<file path="src/hdl/ppu_pkg.sv">
// ----------------------------------------------------------------------------
// ppu_pkg
// Types and constants for the particle pool block.
// ----------------------------------------------------------------------------
`default_nettype none
package ppu_pkg;
  localparam int unsigned PoolSize = 64;
  localparam int unsigned SlotW    = 6;
  localparam int unsigned CntW     = 7;
  localparam logic signed [15:0] PosOne    = 16'sd16384;
  localparam logic signed [15:0] PosNegOne = -16'sd16384;

  typedef enum logic [1:0] {
    KIND_ACK   = 2'd0,
    KIND_VERT  = 2'd1,
    KIND_EMPTY = 2'd2
  } kind_e;

  typedef enum logic [3:0] {
    ST_IDLE, ST_RM_RD, ST_RM_CHK, ST_RM_CPY, ST_UP_RD, ST_UP_X, ST_UP_Y, ST_UP_Z,
    ST_UP_WR, ST_OUT
  } state_e;

  typedef struct packed {
    logic signed [15:0] px, py, pz, vx, vy, vz;
    logic [15:0] life;
  } part_t;
endpackage
`default_nettype wire

</file>
<file path="src/hdl/ppu_axis.sv">
// ----------------------------------------------------------------------------
// ppu_axis
// Shared motion unit: multiply, round, add and clamp one coordinate.
// ----------------------------------------------------------------------------
`default_nettype none
module ppu_axis import ppu_pkg::*; (
  input  wire logic               clk_i,
  input  wire logic signed [15:0] pos_i,
  input  wire logic signed [15:0] vel_i,
  input  wire logic [15:0]        dt_i,
  output logic signed [15:0]      pos_o
);
  logic signed [32:0] prod_q;
  logic signed [15:0] pos_q;
  logic signed [24:0] step;
  logic signed [25:0] sum;
  // Register the product
  always_ff @(posedge clk_i) begin
    prod_q <= vel_i * $signed({1'b0, dt_i});
    pos_q  <= pos_i;
  end
  // Round to nearest, add and clamp
  always_comb begin
    step = 25'((prod_q + 33'sd128) >>> 8);
    sum  = 26'(step) + 26'(pos_q);
    if (sum > 26'(PosOne)) pos_o = PosOne;
    else if (sum < 26'(PosNegOne)) pos_o = PosNegOne;
    else pos_o = sum[15:0];
  end
endmodule
`default_nettype wire

</file>
<file path="config.mk">
export PLATFORM = sky130hd
export DESIGN_NAME = ppu_axis
export DESIGN_NICKNAME = d
export VERILOG_FILES = /design/src/hdl/ppu_pkg.sv /design/src/hdl/ppu_axis.sv
export SDC_FILE = /design/constraint.sdc
export NUM_CORES = 1
export LEC_CHECK = 0
export BUFFER_PORTS_ARGS = -buffer_cell sky130_fd_sc_hd__buf_4
export CAP_MARGIN = 25
export CELL_PAD_IN_SITES_DETAIL_PLACEMENT = 1
export CELL_PAD_IN_SITES_GLOBAL_PLACEMENT = 2
export CORE_MARGIN = 1
export CORE_UTILIZATION = 41
export CTS_BUF_LIST = sky130_fd_sc_hd__clkbuf_2 sky130_fd_sc_hd__clkbuf_4 sky130_fd_sc_hd__clkbuf_8
export CTS_CLUSTER_SIZE = 24
export DETAILED_ROUTE_END_ITERATION = 16
export PLACE_DENSITY = 0.9
export SLEW_MARGIN = 20
export SYNTH_ARGS = -nofsm -noshare
export SYNTH_HDL_FRONTEND = slang
export SYNTH_SLANG_ARGS = --single-unit
</file>
<file path="constraint.sdc">
create_clock -name clk_i -period 8 [get_ports clk_i]
set_input_delay 0 -clock clk_i [delete_from_list [all_inputs] [get_ports clk_i]]
set_output_delay 0 -clock clk_i [all_outputs]
set_load 0.01 [all_outputs]
</file>
==> flow_summary.json <==
{
  "worstPathRequired_ns": 8.19,
  "leakage_nw": 6.28,
  "max_slew_margin_pct": 60.3,
  "drt-wirelength-per-cell_um": 17.2,
  "mostFrequentLayoutCells": "inv_1, fa_1, ha_1",
  "end_kind": "flop",
  "synth_top_area_share_pct": 34.6,
  "diodes": 0,
  "postCtsSetupRepairBufs": 0,
  "syn_nets": 1670,
  "avgViaCountPerCell": 5.15,
  "path_common_cell": "fa_1",
  "ys_async_sr_fraction_pct": 0,
  "fmax_ghz": 0.174,
  "synth_cell_type_count": 60,
  "synthTopCellsByArea": "fa_1, ha_1, inv_1, dfxtp_1, and2_1",
  "yosys.area_share.xor_xnor_pct": 5.15,
  "synthSimpleGateAreaFrac_pct": 19.0,
  "grt_antenna_before_repair": 0,
  "synthFlopType": "dfxtp_1",
  "holdWs_ns": 0.337,
  "slowest_delay_ns": 0.68,
  "p_sw_share_pct": 52.0,
  "dieWidth_um": 168,
  "synth_area_um2": 11200,
  "clockPowerShare_pct": 2.7,
  "grt_max_degree": 17,
  "layout-drive-gt1-share_pct": 6.23,
  "rsz0062_at_grt": "false",
  "yosysSeqAreaShare_pct": 7.48,
  "tightestPinTransition_ns": 0.595,
  "hp-class": "input port to flop",
  "power.net_switching_w": 0.00271,
  "cts_root_buffer": "clkbuf_8",
  "combPwrFrac_pct": 89.4,
  "hold_viol": 0,
  "place_hpwl_um": 23800,
  "worstSetupPathType": "input port to flop",
  "dr_total_vias": 8625,
  "port_buffers": 64,
  "maxSlewViolCount": 0,
  "cts.clk_slew.worst_paths_ns": 0.09,
  "cp_max_fo": 16,
  "track_usage_pct": 21.3,
  "synth_compound_area_share_pct": 7.66,
  "die-area_um2": 28100,
  "ctsResizeCount": 0,
  "netlist_instances": 1282,
  "p_seq_share_pct": 7.9,
  "final_common_cell": "inv_1",
  "worstPathArrival_ns": 5.93,
  "pin_count": 65,
  "synth_area_leader_cell": "fa_1",
  "drt_iter0_markers": 332,
  "nets": 1721,
  "critPathLaunchType": "input port",
  "crit_slowest_cell": "or4b_2",
  "grt_pass1_vias": 9465,
  "drt-total-wl_um": 28800,
  "setup_tns_ns": 0,
  "cp_cell_sequence": "buf_4 > and2_1 > fa_1 > inv_1 > fa_1 > fa_1 > inv_1 > fa_1 > fa_1 > inv_1 > fa_1 > inv_1 > ha_1 > nand4_1 > nor2_1 > a221o_1 > a21oi_1 > or4b_2 > a31oi_1 > a21o_1 > a21oi_1 > xnor2_1",
  "clock-sinks": 42,
  "syn2layout_area_growth_pct": 8.98,
  "cts_max_level": 2,
  "holdPathStages": 2,
  "grt-ovfl-total": 0,
  "core_um2": 27000,
  "ir_drop_mv": 0.269,
  "hold_end": "pos_q[15]$_DFF_P_",
  "p_int_w": 0.00250,
  "ys_seq_elements": 42,
  "setup_viol": 0,
  "die_h_um": 168,
  "rows": 60,
  "cts_tree": "built",
  "ant_nets": 0,
  "cellPowerDensity_nw_per_um2": 426,
  "synth-edff-count": 0,
  "gp_congestion": 0.830,
  "period_needed_ns": 5.74,
  "drc_errors": 0,
  "syn_avg_cell_area_um2": 8.76,
  "fill_cells": 3165,
  "synth_top_family_by_area": "adder cells",
  "status": "finished, final reports clean",
  "synthMuxAreaShare_pct": 0.178,
  "drtPass1Iterations": 4,
  "timing.final.crit_share_pct": 71.7,
  "maxCapViolations": 0,
  "grt_pass1_wl_um": 47800,
  "min-delay-start": "pos_i[15]",
  "start_util_pct": 41.7,
  "ys_warn_count": 0,
  "cts_buffers": 5,
  "clock_path_buffers": 2,
  "synth_adder_area_share_pct": 50.7
}
-- synthesized netlist by cell type (all sizes together) (3+ instances only) --
cell type	count
and3	13
nand2b	11
o21bai	4
xnor2	47
dfxtp	42
a211oi	10
nand4	8
o21a	5
o211ai	3
nor3	8
a21o	19
and2b	5
a31oi	3
a41oi	5
and2	129
inv	254
a21oi	35
nand2	139
nor2b	10
nor4	5
xor2	19
o21ai	19
nor2	58
fa	194
o31ai	3
or2	3
clkbuf	35
nand3	20
ha	145
-- through the flow --
stage	instance area [um^2]	instances	util, %	power (W)	worst slack (ns)
6_report	12200	1674	45.4	0.00521	2.26
5_1_grt	12200	1674	45.4	0.00591	1.96
4_1_cts	12200	1674	45.4	0.00528	2.23
3_5_place_dp	12000	1651	44.5	0.00510	1.87
3_3_place_gp	12000	1651	44.5	0.00492	2.02
2_1_floorplan	11200	1282	-	0.00403	2.30
-- worst max-delay path by stage --
stage                         from                 end  slack, ns
after floorplan           vel_i[1]  prod_q[23]$_DFF_P_       2.30
after global placement    dt_i[11]  prod_q[32]$_DFF_P_       2.02
after detailed placement   dt_i[9]  prod_q[32]$_DFF_P_       1.87
after CTS                  dt_i[9]  prod_q[32]$_DFF_P_       2.23
after global routing      vel_i[7]  prod_q[32]$_DFF_P_       1.96
final                      dt_i[9]  prod_q[32]$_DFF_P_       2.26
-- state kept, by name, indices dropped and copies added (netlist names) --
name and count:
prod_q 26, pos_q 16
-- worst max-delay path: cells and delay by family --
family / cells / cell delay (ns)
XOR/XNOR: 1 / 0.12
AO/OA/AOI/OAI: 5 / 0.90
buffers and inverters: 5 / 0.40
adder cells (fa/ha/maj): 7 / 3.35
AND/OR/NAND/NOR: 4 / 1.14
-- cells by family after synthesis --
kind of cell	count (synthesis)
and+or+nand+nor	420
adders and majority gates	339
muxes	2
AOI/OAI and AO/OA	123
buffers and inverters	290
DFF	42
xor gates and xnor gates	66
-- routing by layer --
metal / global-route usage [%] / share of wire [%]
met5: 0 / 0
met4: 4.07 / 1.1
met3: 1.51 / 3.6
met2: 36.7 / 48
met1: 29.4 / 47
-- power groups by stage --
stage,sequential [W],combinational [W],clock [W]
2_1_floorplan,0.000404,0.00363,0
3_3_place_gp,0.000415,0.00451,0
3_5_place_dp,0.000419,0.00468,0
4_1_cts,0.000414,0.00472,0.000144
5_1_grt,0.000424,0.00533,0.000155
6_report,0.000414,0.00466,0.000140
-- cell type report --
class | count | area [um^2] | share of cell area, %
Inverter | 254 | 953 | 7.79
Sequential cell | 42 | 841 | 6.87
Clock inverter | 1 | 7.51 | 0.0613
Timing Repair Buffer | 80 | 641 | 5.23
Tap cell | 341 | 427 | 3.49
Multi-Input combinational cell | 950 | 9300 | 75.9
Clock buffer | 6 | 76.3 | 0.623
-- repair_timing --
item                                    4_1_cts  5_1_grt
endpoints found under the setup margin        0        0
hold buffers                                 16        0
endpoints found under the hold margin        16        0
No activity file was read; power rests on OpenSTA's default activity.
